<file path="src/hdl/tws_pkg.sv">
// Shared types and constants for the three-wire serial register master.
// No dependencies; every other file imports this package.
`default_nettype none

package tws_pkg;

    localparam int unsigned BITS_PER_BYTE = 8;
    localparam logic [15:0] HALF_PERIOD_RESET = 16'd200;
    localparam logic [7:0]  READ_CMD_MASK = 8'h01;

    localparam logic OP_READ  = 1'b0;
    localparam logic OP_WRITE = 1'b1;

    typedef enum logic [3:0] {
        PH_IDLE    = 4'd0,
        PH_CE_LOW  = 4'd1,
        PH_CLK_LOW = 4'd2,
        PH_CE_HIGH = 4'd3,
        PH_SET     = 4'd4,
        PH_RISE    = 4'd5,
        PH_FALL    = 4'd6,
        PH_STOP    = 4'd7
    } t_phase;

    typedef struct packed {
        logic       start_req;
        logic       opcode;
        logic [7:0] reg_address;
        logic [7:0] write_data;
        logic       data_in;
    } t_in_item;

    typedef struct packed {
        logic       chip_enable;
        logic       serial_clock;
        logic       data_out;
        logic       data_drive;
        logic       busy_res;
        logic       done_res;
        logic [7:0] read_data;
    } t_out_item;

endpackage

`default_nettype wire

</file>
<file path="src/hdl/tws_channels.sv">
// Valid/ready channel interfaces for tick items, result items and the
// configuration write. Depends on tws_pkg.
`default_nettype none

interface tws_in_if
    import tws_pkg::*;
    ();
    logic     valid;
    logic     ready;
    t_in_item item;

    modport source (output valid, output item, input ready);
    modport sink   (input valid, input item, output ready);
endinterface

interface tws_out_if
    import tws_pkg::*;
    ();
    logic      valid;
    logic      ready;
    t_out_item item;

    modport source (output valid, output item, input ready);
    modport sink   (input valid, input item, output ready);
endinterface

interface tws_cfg_if;
    logic        valid;
    logic        ready;
    logic [15:0] wdata;

    modport source (output valid, output wdata, input ready);
    modport sink   (input valid, input wdata, output ready);
endinterface

`default_nettype wire

</file>
<file path="src/hdl/tws_seq.sv">
// Phase sequencer: pin phases, bit counter, shift registers and hold timer.
// Advances one tick per accepted item. Depends on tws_pkg.
`default_nettype none

module tws_seq
    import tws_pkg::*;
#(
    parameter int unsigned DELAY_WIDTH = 16
) (
    input  wire logic        i_clk,
    input  wire logic        i_rst_n,
    input  wire logic        i_step,
    input  wire t_in_item    i_item,
    input  wire logic [15:0] i_half_period,
    output t_out_item        o_result
);

    localparam int unsigned CW = DELAY_WIDTH + 16;

    t_phase                 r_phase, n_phase;
    logic [2:0]             r_bit, n_bit;
    logic [DELAY_WIDTH-1:0] r_wait, n_wait;
    logic [7:0]             r_out_shift, n_out_shift;
    logic [7:0]             r_in_shift, n_in_shift;
    logic [7:0]             r_data_hold, n_data_hold;
    logic                   r_is_read, n_is_read;
    logic                   r_byte_stage, n_byte_stage;
    logic                   n_done;

    logic [CW-1:0] cfg_ext;
    logic [CW-1:0] limit_ext;
    logic [CW-1:0] hold_ext;
    logic [CW-1:0] wait_inc;

    // Zero counts as one tick; clip to what the counter can hold.
    always_comb begin
        cfg_ext   = CW'(i_half_period);
        limit_ext = CW'({DELAY_WIDTH{1'b1}});
        if (i_half_period == 16'd0) begin
            hold_ext = CW'(1);
        end else if (cfg_ext > limit_ext) begin
            hold_ext = limit_ext;
        end else begin
            hold_ext = cfg_ext;
        end
        wait_inc = CW'(r_wait) + CW'(1);
    end

    // Next state
    always_comb begin
        n_phase      = r_phase;
        n_bit        = r_bit;
        n_wait       = r_wait;
        n_out_shift  = r_out_shift;
        n_in_shift   = r_in_shift;
        n_data_hold  = r_data_hold;
        n_is_read    = r_is_read;
        n_byte_stage = r_byte_stage;
        n_done       = 1'b0;
        if (r_phase == PH_IDLE) begin
            if (i_item.start_req) begin
                n_is_read    = (i_item.opcode == OP_READ);
                n_out_shift  = (i_item.opcode == OP_READ) ?
                               (i_item.reg_address | READ_CMD_MASK) : i_item.reg_address;
                n_data_hold  = i_item.write_data;
                if (i_item.opcode == OP_READ) begin
                    n_in_shift = 8'd0;
                end
                n_byte_stage = 1'b0;
                n_bit        = 3'd0;
                n_wait       = '0;
                n_phase      = PH_CE_LOW;
            end
        end else if (wait_inc < hold_ext) begin
            n_wait = wait_inc[DELAY_WIDTH-1:0];
        end else begin
            n_wait = '0;
            case (r_phase)
                PH_CE_LOW:  n_phase = PH_CLK_LOW;
                PH_CLK_LOW: n_phase = PH_CE_HIGH;
                PH_CE_HIGH: begin
                    n_phase      = PH_SET;
                    n_bit        = 3'd0;
                    n_byte_stage = 1'b0;
                end
                PH_SET: begin
                    // sample the released data line just before the rising edge
                    if (r_byte_stage && r_is_read && i_item.data_in) begin
                        n_in_shift[r_bit] = 1'b1;
                    end
                    n_phase = PH_RISE;
                end
                PH_RISE: n_phase = PH_FALL;
                PH_FALL: begin
                    if (r_bit == 3'(BITS_PER_BYTE - 1)) begin
                        if (!r_byte_stage) begin
                            n_byte_stage = 1'b1;
                            n_bit        = 3'd0;
                            n_out_shift  = r_is_read ? 8'd0 : r_data_hold;
                            n_phase      = PH_SET;
                        end else begin
                            n_phase = PH_STOP;
                        end
                    end else begin
                        n_bit   = r_bit + 3'd1;
                        n_phase = PH_SET;
                    end
                end
                PH_STOP: begin
                    n_phase = PH_IDLE;
                    n_done  = 1'b1;
                end
                default: n_phase = PH_IDLE;
            endcase
        end
    end

    // Pin levels after this tick
    always_comb begin
        o_result.chip_enable  = (n_phase inside {PH_CE_HIGH, PH_SET, PH_RISE, PH_FALL});
        o_result.serial_clock = (n_phase == PH_RISE);
        o_result.data_drive   = (n_phase inside {PH_SET, PH_RISE, PH_FALL}) &&
                                !(n_byte_stage && n_is_read);
        o_result.data_out     = o_result.data_drive && n_out_shift[n_bit];
        o_result.busy_res     = (n_phase != PH_IDLE);
        o_result.done_res     = n_done;
        o_result.read_data    = n_in_shift;
    end

    always_ff @(posedge i_clk) begin
        if (!i_rst_n) begin
            r_phase      <= PH_IDLE;
            r_bit        <= 3'd0;
            r_wait       <= '0;
            r_out_shift  <= 8'd0;
            r_in_shift   <= 8'd0;
            r_data_hold  <= 8'd0;
            r_is_read    <= 1'b0;
            r_byte_stage <= 1'b0;
        end else if (i_step) begin
            r_phase      <= n_phase;
            r_bit        <= n_bit;
            r_wait       <= n_wait;
            r_out_shift  <= n_out_shift;
            r_in_shift   <= n_in_shift;
            r_data_hold  <= n_data_hold;
            r_is_read    <= n_is_read;
            r_byte_stage <= n_byte_stage;
        end
    end

`ifndef SYNTHESIS
    a_idle_holds: assert property (@(posedge i_clk) disable iff (!i_rst_n)
        (r_phase == PH_IDLE && !i_step) |=> (r_phase == PH_IDLE))
        else $error("sequencer left idle without a tick");
    a_drive_in_frame: assert property (@(posedge i_clk) disable iff (!i_rst_n)
        o_result.data_drive |-> o_result.chip_enable)
        else $error("data driven outside an enabled frame");
    a_released_low: assert property (@(posedge i_clk) disable iff (!i_rst_n)
        !o_result.data_drive |-> !o_result.data_out)
        else $error("data_out high while released");
    a_done_from_stop: assert property (@(posedge i_clk) disable iff (!i_rst_n)
        (i_step && o_result.done_res) |-> (r_phase == PH_STOP && !o_result.busy_res))
        else $error("done outside the stop phase");
`endif

endmodule

`default_nettype wire

</file>
<file path="src/hdl/three_wire_serial_register_master_top.sv">
// Top level: three-wire serial register master with valid/ready channels.
// Depends on tws_pkg, tws_channels and tws_seq.
//
//   channel    dir  contents
//   i_in_ch    in   one tick: start_req, opcode, reg_address, write_data, data_in
//   o_out_ch   out  pin levels, busy_res, done_res, read_data after that tick
//   i_cfg_ch   in   half_period_ticks write (always ready)
//
// One item per cycle while the output register is empty or being taken; each accepted tick
// yields one result in the next cycle. Results sit in an output register; input stays ready while it is empty or
// being taken, so a pending result that is not taken holds the input in the same cycle.
// Synchronous active-low reset: idle, no result pending, half period 200 ticks.
`default_nettype none

module three_wire_serial_register_master_top
    import tws_pkg::*;
#(
    parameter int unsigned DELAY_WIDTH = 16
) (
    input  wire logic  i_clk,
    input  wire logic  i_rst_n,
    tws_in_if.sink     i_in_ch,
    tws_out_if.source  o_out_ch,
    tws_cfg_if.sink    i_cfg_ch
);

    logic [15:0] r_half_period;
    logic        r_out_valid;
    t_out_item   r_out_item;
    t_out_item   seq_result;
    logic        step;

    assign i_cfg_ch.ready = 1'b1;
    assign i_in_ch.ready  = !r_out_valid || o_out_ch.ready;
    assign step           = i_in_ch.valid && i_in_ch.ready;
    assign o_out_ch.valid = r_out_valid;
    assign o_out_ch.item  = r_out_item;

    always_ff @(posedge i_clk) begin
        if (!i_rst_n) begin
            r_half_period <= HALF_PERIOD_RESET;
        end else if (i_cfg_ch.valid) begin
            r_half_period <= i_cfg_ch.wdata;
        end
    end

    tws_seq #(
        .DELAY_WIDTH (DELAY_WIDTH)
    ) u_seq (
        .i_clk         (i_clk),
        .i_rst_n       (i_rst_n),
        .i_step        (step),
        .i_item        (i_in_ch.item),
        .i_half_period (r_half_period),
        .o_result      (seq_result)
    );

    always_ff @(posedge i_clk) begin
        if (!i_rst_n) begin
            r_out_valid <= 1'b0;
        end else if (step) begin
            r_out_valid <= 1'b1;
        end else if (o_out_ch.ready) begin
            r_out_valid <= 1'b0;
        end
    end

    always_ff @(posedge i_clk) begin
        if (step) begin
            r_out_item <= seq_result;
        end
    end

`ifndef SYNTHESIS
    a_tick_gives_result: assert property (@(posedge i_clk) disable iff (!i_rst_n)
        step |=> r_out_valid)
        else $error("accepted tick produced no result");
    a_no_overwrite: assert property (@(posedge i_clk) disable iff (!i_rst_n)
        (r_out_valid && !o_out_ch.ready) |-> !step)
        else $error("tick accepted over a pending result");
    a_done_single: assert property (@(posedge i_clk) disable iff (!i_rst_n)
        (step && seq_result.done_res) |=> (r_out_item.done_res && !r_out_item.busy_res))
        else $error("done result lost or busy");
`endif

endmodule

`default_nettype wire

</file>
<file path="src/flat_wrapper.sv">
// flat-port wrapper written by rule: the top's interface ports become plain ports
module three_wire_serial_register_master_top_flat import tws_pkg::*;
#(
    parameter int unsigned DELAY_WIDTH = 16
)
  (i_clk, i_rst_n, i_in_ch_valid, i_in_ch_item, i_in_ch_ready, o_out_ch_valid, o_out_ch_item, o_out_ch_ready, i_cfg_ch_valid, i_cfg_ch_wdata, i_cfg_ch_ready);
  tws_in_if i_in_ch_i ();
  tws_out_if o_out_ch_i ();
  tws_cfg_if i_cfg_ch_i ();
  input  wire logic i_clk;
  input  wire logic i_rst_n;
  input wire logic [$bits(i_in_ch_i.valid)-1:0] i_in_ch_valid;
  input wire logic [$bits(i_in_ch_i.item)-1:0] i_in_ch_item;
  output wire logic [$bits(i_in_ch_i.ready)-1:0] i_in_ch_ready;
  output wire logic [$bits(o_out_ch_i.valid)-1:0] o_out_ch_valid;
  output wire logic [$bits(o_out_ch_i.item)-1:0] o_out_ch_item;
  input wire logic [$bits(o_out_ch_i.ready)-1:0] o_out_ch_ready;
  input wire logic [$bits(i_cfg_ch_i.valid)-1:0] i_cfg_ch_valid;
  input wire logic [$bits(i_cfg_ch_i.wdata)-1:0] i_cfg_ch_wdata;
  output wire logic [$bits(i_cfg_ch_i.ready)-1:0] i_cfg_ch_ready;
  assign i_in_ch_i.valid = i_in_ch_valid;
  assign i_in_ch_i.item = i_in_ch_item;
  assign i_in_ch_ready = i_in_ch_i.ready;
  assign o_out_ch_valid = o_out_ch_i.valid;
  assign o_out_ch_item = o_out_ch_i.item;
  assign o_out_ch_i.ready = o_out_ch_ready;
  assign i_cfg_ch_i.valid = i_cfg_ch_valid;
  assign i_cfg_ch_i.wdata = i_cfg_ch_wdata;
  assign i_cfg_ch_ready = i_cfg_ch_i.ready;
  three_wire_serial_register_master_top #(.DELAY_WIDTH(DELAY_WIDTH)) u_core (.i_clk(i_clk), .i_rst_n(i_rst_n), .i_in_ch(i_in_ch_i), .o_out_ch(o_out_ch_i), .i_cfg_ch(i_cfg_ch_i));
endmodule
</file>
<file path="config.mk">
export PLATFORM = sky130hd
export DESIGN_NAME = three_wire_serial_register_master_top_flat
export DESIGN_NICKNAME = d
export VERILOG_FILES = /design/src/hdl/tws_pkg.sv /design/src/hdl/tws_channels.sv /design/src/hdl/tws_seq.sv /design/src/hdl/three_wire_serial_register_master_top.sv /design/src/flat_wrapper.sv
export SDC_FILE = /design/constraint.sdc
export NUM_CORES = 1
export LEC_CHECK = 0
export BUFFER_PORTS_ARGS = -buffer_cell sky130_fd_sc_hd__buf_2
export CORE_MARGIN = 3
export CORE_UTILIZATION = 54
export CTS_BUF_LIST = sky130_fd_sc_hd__clkbuf_4 sky130_fd_sc_hd__clkbuf_8
export DETAILED_ROUTE_END_ITERATION = 10
export PLACE_DENSITY_LB_ADDON = 0.1
export SLEW_MARGIN = 20
export SYNTH_ARGS = -nofsm -noshare
export SYNTH_HDL_FRONTEND = slang
export SYNTH_SLANG_ARGS = --single-unit
</file>
<file path="constraint.sdc">
create_clock -name i_clk -period 4.4 [get_ports i_clk]
set_clock_uncertainty 0.2 [all_clocks]
set_input_delay 0.88 -clock i_clk [delete_from_list [all_inputs] [get_ports i_clk]]
set_output_delay 0.88 -clock i_clk [all_outputs]
set_load 0.005 [all_outputs]
</file>
==> reports/results.tsv <==
metric	value	unit
worst-skew pair later-pin latency	0.37	ns
status	complete, no violations	
total grt overflow	0	
Post-Syn Nets	580	
Final Hold Fails	0	
post-synthesis sequential area ratio	39.1	%
Setup TNS	0	ns
WHS	0.268	ns
antenna violations before repair	0	
Synth async-reset ratio	0	%
synthesized area	4460	um2
Max transition margin	58.5	%
critical path endpoint category	flip-flop	
vias in the first global route	3665	
syn avg cell area	8.54	um2
I/O pin count	57	
Worst-Margin Slew	0.620	ns
clock sinks	80	
die width	96.8	um
hold path endpoint	u_core.u_seq.r_data_hold[3]	
multi-input logic area	2550	um2
hold buffers post-CTS	0	
worst-path cell chain	ha_2, and4_4, and3_4, nand3_1, xnor2_2, ha_1, nand4_1, nor4_4, a221o_1, or3_4, mux2i_4, or4b_1, a41o_1, a21boi_2	
Leak	0.00214	uW
Post-Synthesis Cells	522	
per-cell routed wire length	15.3	um
Critical Path AT	4.31	ns
PD cells	306	nW/um2
CTS root buf	clkbuf_8	
total number of vias	3947	
Tcrit/Tclk final	97.3	%
Seq. cell area	1740	um2
Finish-stage setup viols	0	
DR iter-0 viols	219	
Util after Layout	65.0	%
Worst Reg-to-Reg Cells	14	
HP Start	u_core.u_seq.r_data_hold[3]	
1st-pass router iterations	5	
post-route cell area	5120	um2
crit path launch type	flip-flop	
synth warn	0	
die height	96.8	um
Nets	635	
reg-to-reg endpoint	u_core.o_out_ch.item[11]	
CP peak stage delay	0.54	ns
most frequent cells in the layout	66 x dfxtp_1, 63 x nand2_1, 55 x buf_2	
Placed Area	4850	um2
clock slew at reported path FFs	0.09	ns
TritonCTS buffer count	9	
Filler Cells Inserted	691	
WP data required	4.42	ns
EDFF count, synth	14	
Diodes inserted	0	
first-pass GRT wire length	17200	um
Top FF cell, synth	dfxtp_1	
Crit-path slowest cell	or4b_1	
Initial Utilization	56.5	%
Max-Cap Viols	0	
r2r setup slk	0.12	ns
Post-Route WL	10500	um
Core ar.	7890	um2
min Tclk post-route	4.28	ns
number of synthesized register bits	80	
commonest non-fill, non-tap cell in the layout	dfxtp_1	
die area	9380	um2
Port Buffers	55	
dpl hpwl	7460	um
CP max FO	7	
RR Startpoint	u_core.u_seq.r_wait[0]	
CP Buf/Inv Count	0	
Crit Path Class	reg2reg	
CTS max path bufs	2	
post-synth cell types	62	
worst hold stages	2	
CTS tree	built	
GRT Resource Usage Total	22.0	%
Antenna Violating Nets Remaining	0	
Max Clk Rate	234	MHz
Final GP Congestion	0.901	
worst min path class	reg2reg	
Power Total	1570	uW
largest net degree at the start of global routing	34	
delay-heaviest family, CP	simple AND/OR/NAND/NOR gates	
layout cells sized above 1	18.6	%
Slew Viols, Final	0	
Rows	32	
CTS H-tree depth	3	
Peak VDD IR	195	uV
via/cell ratio	5.77	
area grow syn2layout	15.0	%
detailed-route DRC error count	0	
[synthesized netlist by cell type (9+ instances only)]
cell type | count | area (um2)
dfxtp_1 | 66 | 1320
inv_1 | 18 | 67.6
clkbuf_1 | 26 | 97.6
xnor2_1 | 12 | 105
a22oi_1 | 9 | 67.6
ha_1 | 18 | 225
nor2_1 | 48 | 180
mux2i_1 | 18 | 180
a21oi_1 | 32 | 160
a31oi_1 | 12 | 75.1
a21boi_0 | 14 | 105
edfxtp_1 | 14 | 420
nor2b_1 | 30 | 188
nand2_1 | 63 | 236
nand3_1 | 11 | 55.1
nor3_1 | 9 | 45.0
o21ai_0 | 15 | 75.1
[worst max-delay path by stage]
| stage | startpoint | to | depth (start not counted) |
|---|---|---|---|
| floorplan | u_core.u_seq.r_wait[2] | u_core.o_out_ch.item[11] | 16 |
| global placement | u_core.u_seq.r_wait[0] | u_core.o_out_ch.item[11] | 14 |
| detailed placement | u_core.u_seq.r_wait[0] | u_core.o_out_ch.item[11] | 14 |
| CTS | u_core.u_seq.r_wait[0] | u_core.o_out_ch.item[11] | 14 |
| global route | u_core.u_seq.r_wait[0] | u_core.o_out_ch.item[11] | 15 |
| finish | u_core.u_seq.r_wait[0] | u_core.o_out_ch.item[11] | 14 |
[tightest hold or removal path, stage by stage (launching register included)]
cell and delay (ns):
dfxtp_1 0.31, nand2_1 0.05, a21boi_0 0.06
[layer usage]
layer | share of wire, % | vias up | track usage [%]
met5 | 0 | - | 0
met4 | 1.7 | 0 | 7.45
met3 | 4.9 | 18 | 4.18
met2 | 50 | 104 | 37.6
met1 | 44 | 1853 | 27.9
li1 | - | 1972 | -
[per-stage QoR]
step,setup slack (ns),cells
2_1_floorplan,0.162,522
3_3_place_gp,0.233,665
3_5_place_dp,0.109,665
4_1_cts,0.0648,681
5_1_grt,-0.00913,684
6_report,0.117,684
[layout make-up]
type / count / area share (%)
multi-input combinational: 391 / 49.9
sequential: 80 / 34.0
timing repair buffer: 75 / 8.30
tap: 102 / 2.49
clock buffer: 9 / 2.42
clock inverter: 7 / 1.49
inverter: 20 / 1.46
[state kept, by name, summed over array words and instances (netlist names)]
signal and flops:
u_core.u_seq.r_phase 4, u_core.u_seq.r_wait 16, u_core.u_seq.r_bit 3, u_core.u_seq.r_byte_stage 1, u_core.r_half_period 16, u_core.u_seq.r_in_shift 8
u_core.u_seq.r_out_shift 8, u_core.u_seq.r_data_hold 8, u_core.o_out_ch.item 14, u_core.o_out_ch.valid 1, u_core.u_seq.r_is_read 1
[power by group]
| part | switching, uW | internal (uW) | leakage (uW) |
|---|---|---|---|
| Combinational | 122 | 86.6 | 0.00137 |
| Sequential | 25.1 | 774 | 0.000678 |
| Clock | 293 | 267 | 0.0000983 |
| Total | 440 | 1130 | 0.00214 |
[repair_timing]
item,4_1_cts,5_1_grt
gates resized for setup,0,9
setup endpoints to repair,0,9
buffers inserted,0,3
[kinds of logic after synthesis]
logic type | count (synthesis) | synth area share, %
buffers and inverters | 51 | 4.74
AND/OR/NAND/NOR | 216 | 25.0
multiplexers | 19 | 4.55
XOR/XNOR | 17 | 3.34
flip-flops | 80 | 39.1
other | 1 | 0.0841
AO/OA/AOI/OAI | 120 | 18.2
adder cells (fa/ha/maj) | 18 | 5.05
No activity file was read; power rests on OpenSTA's default activity.
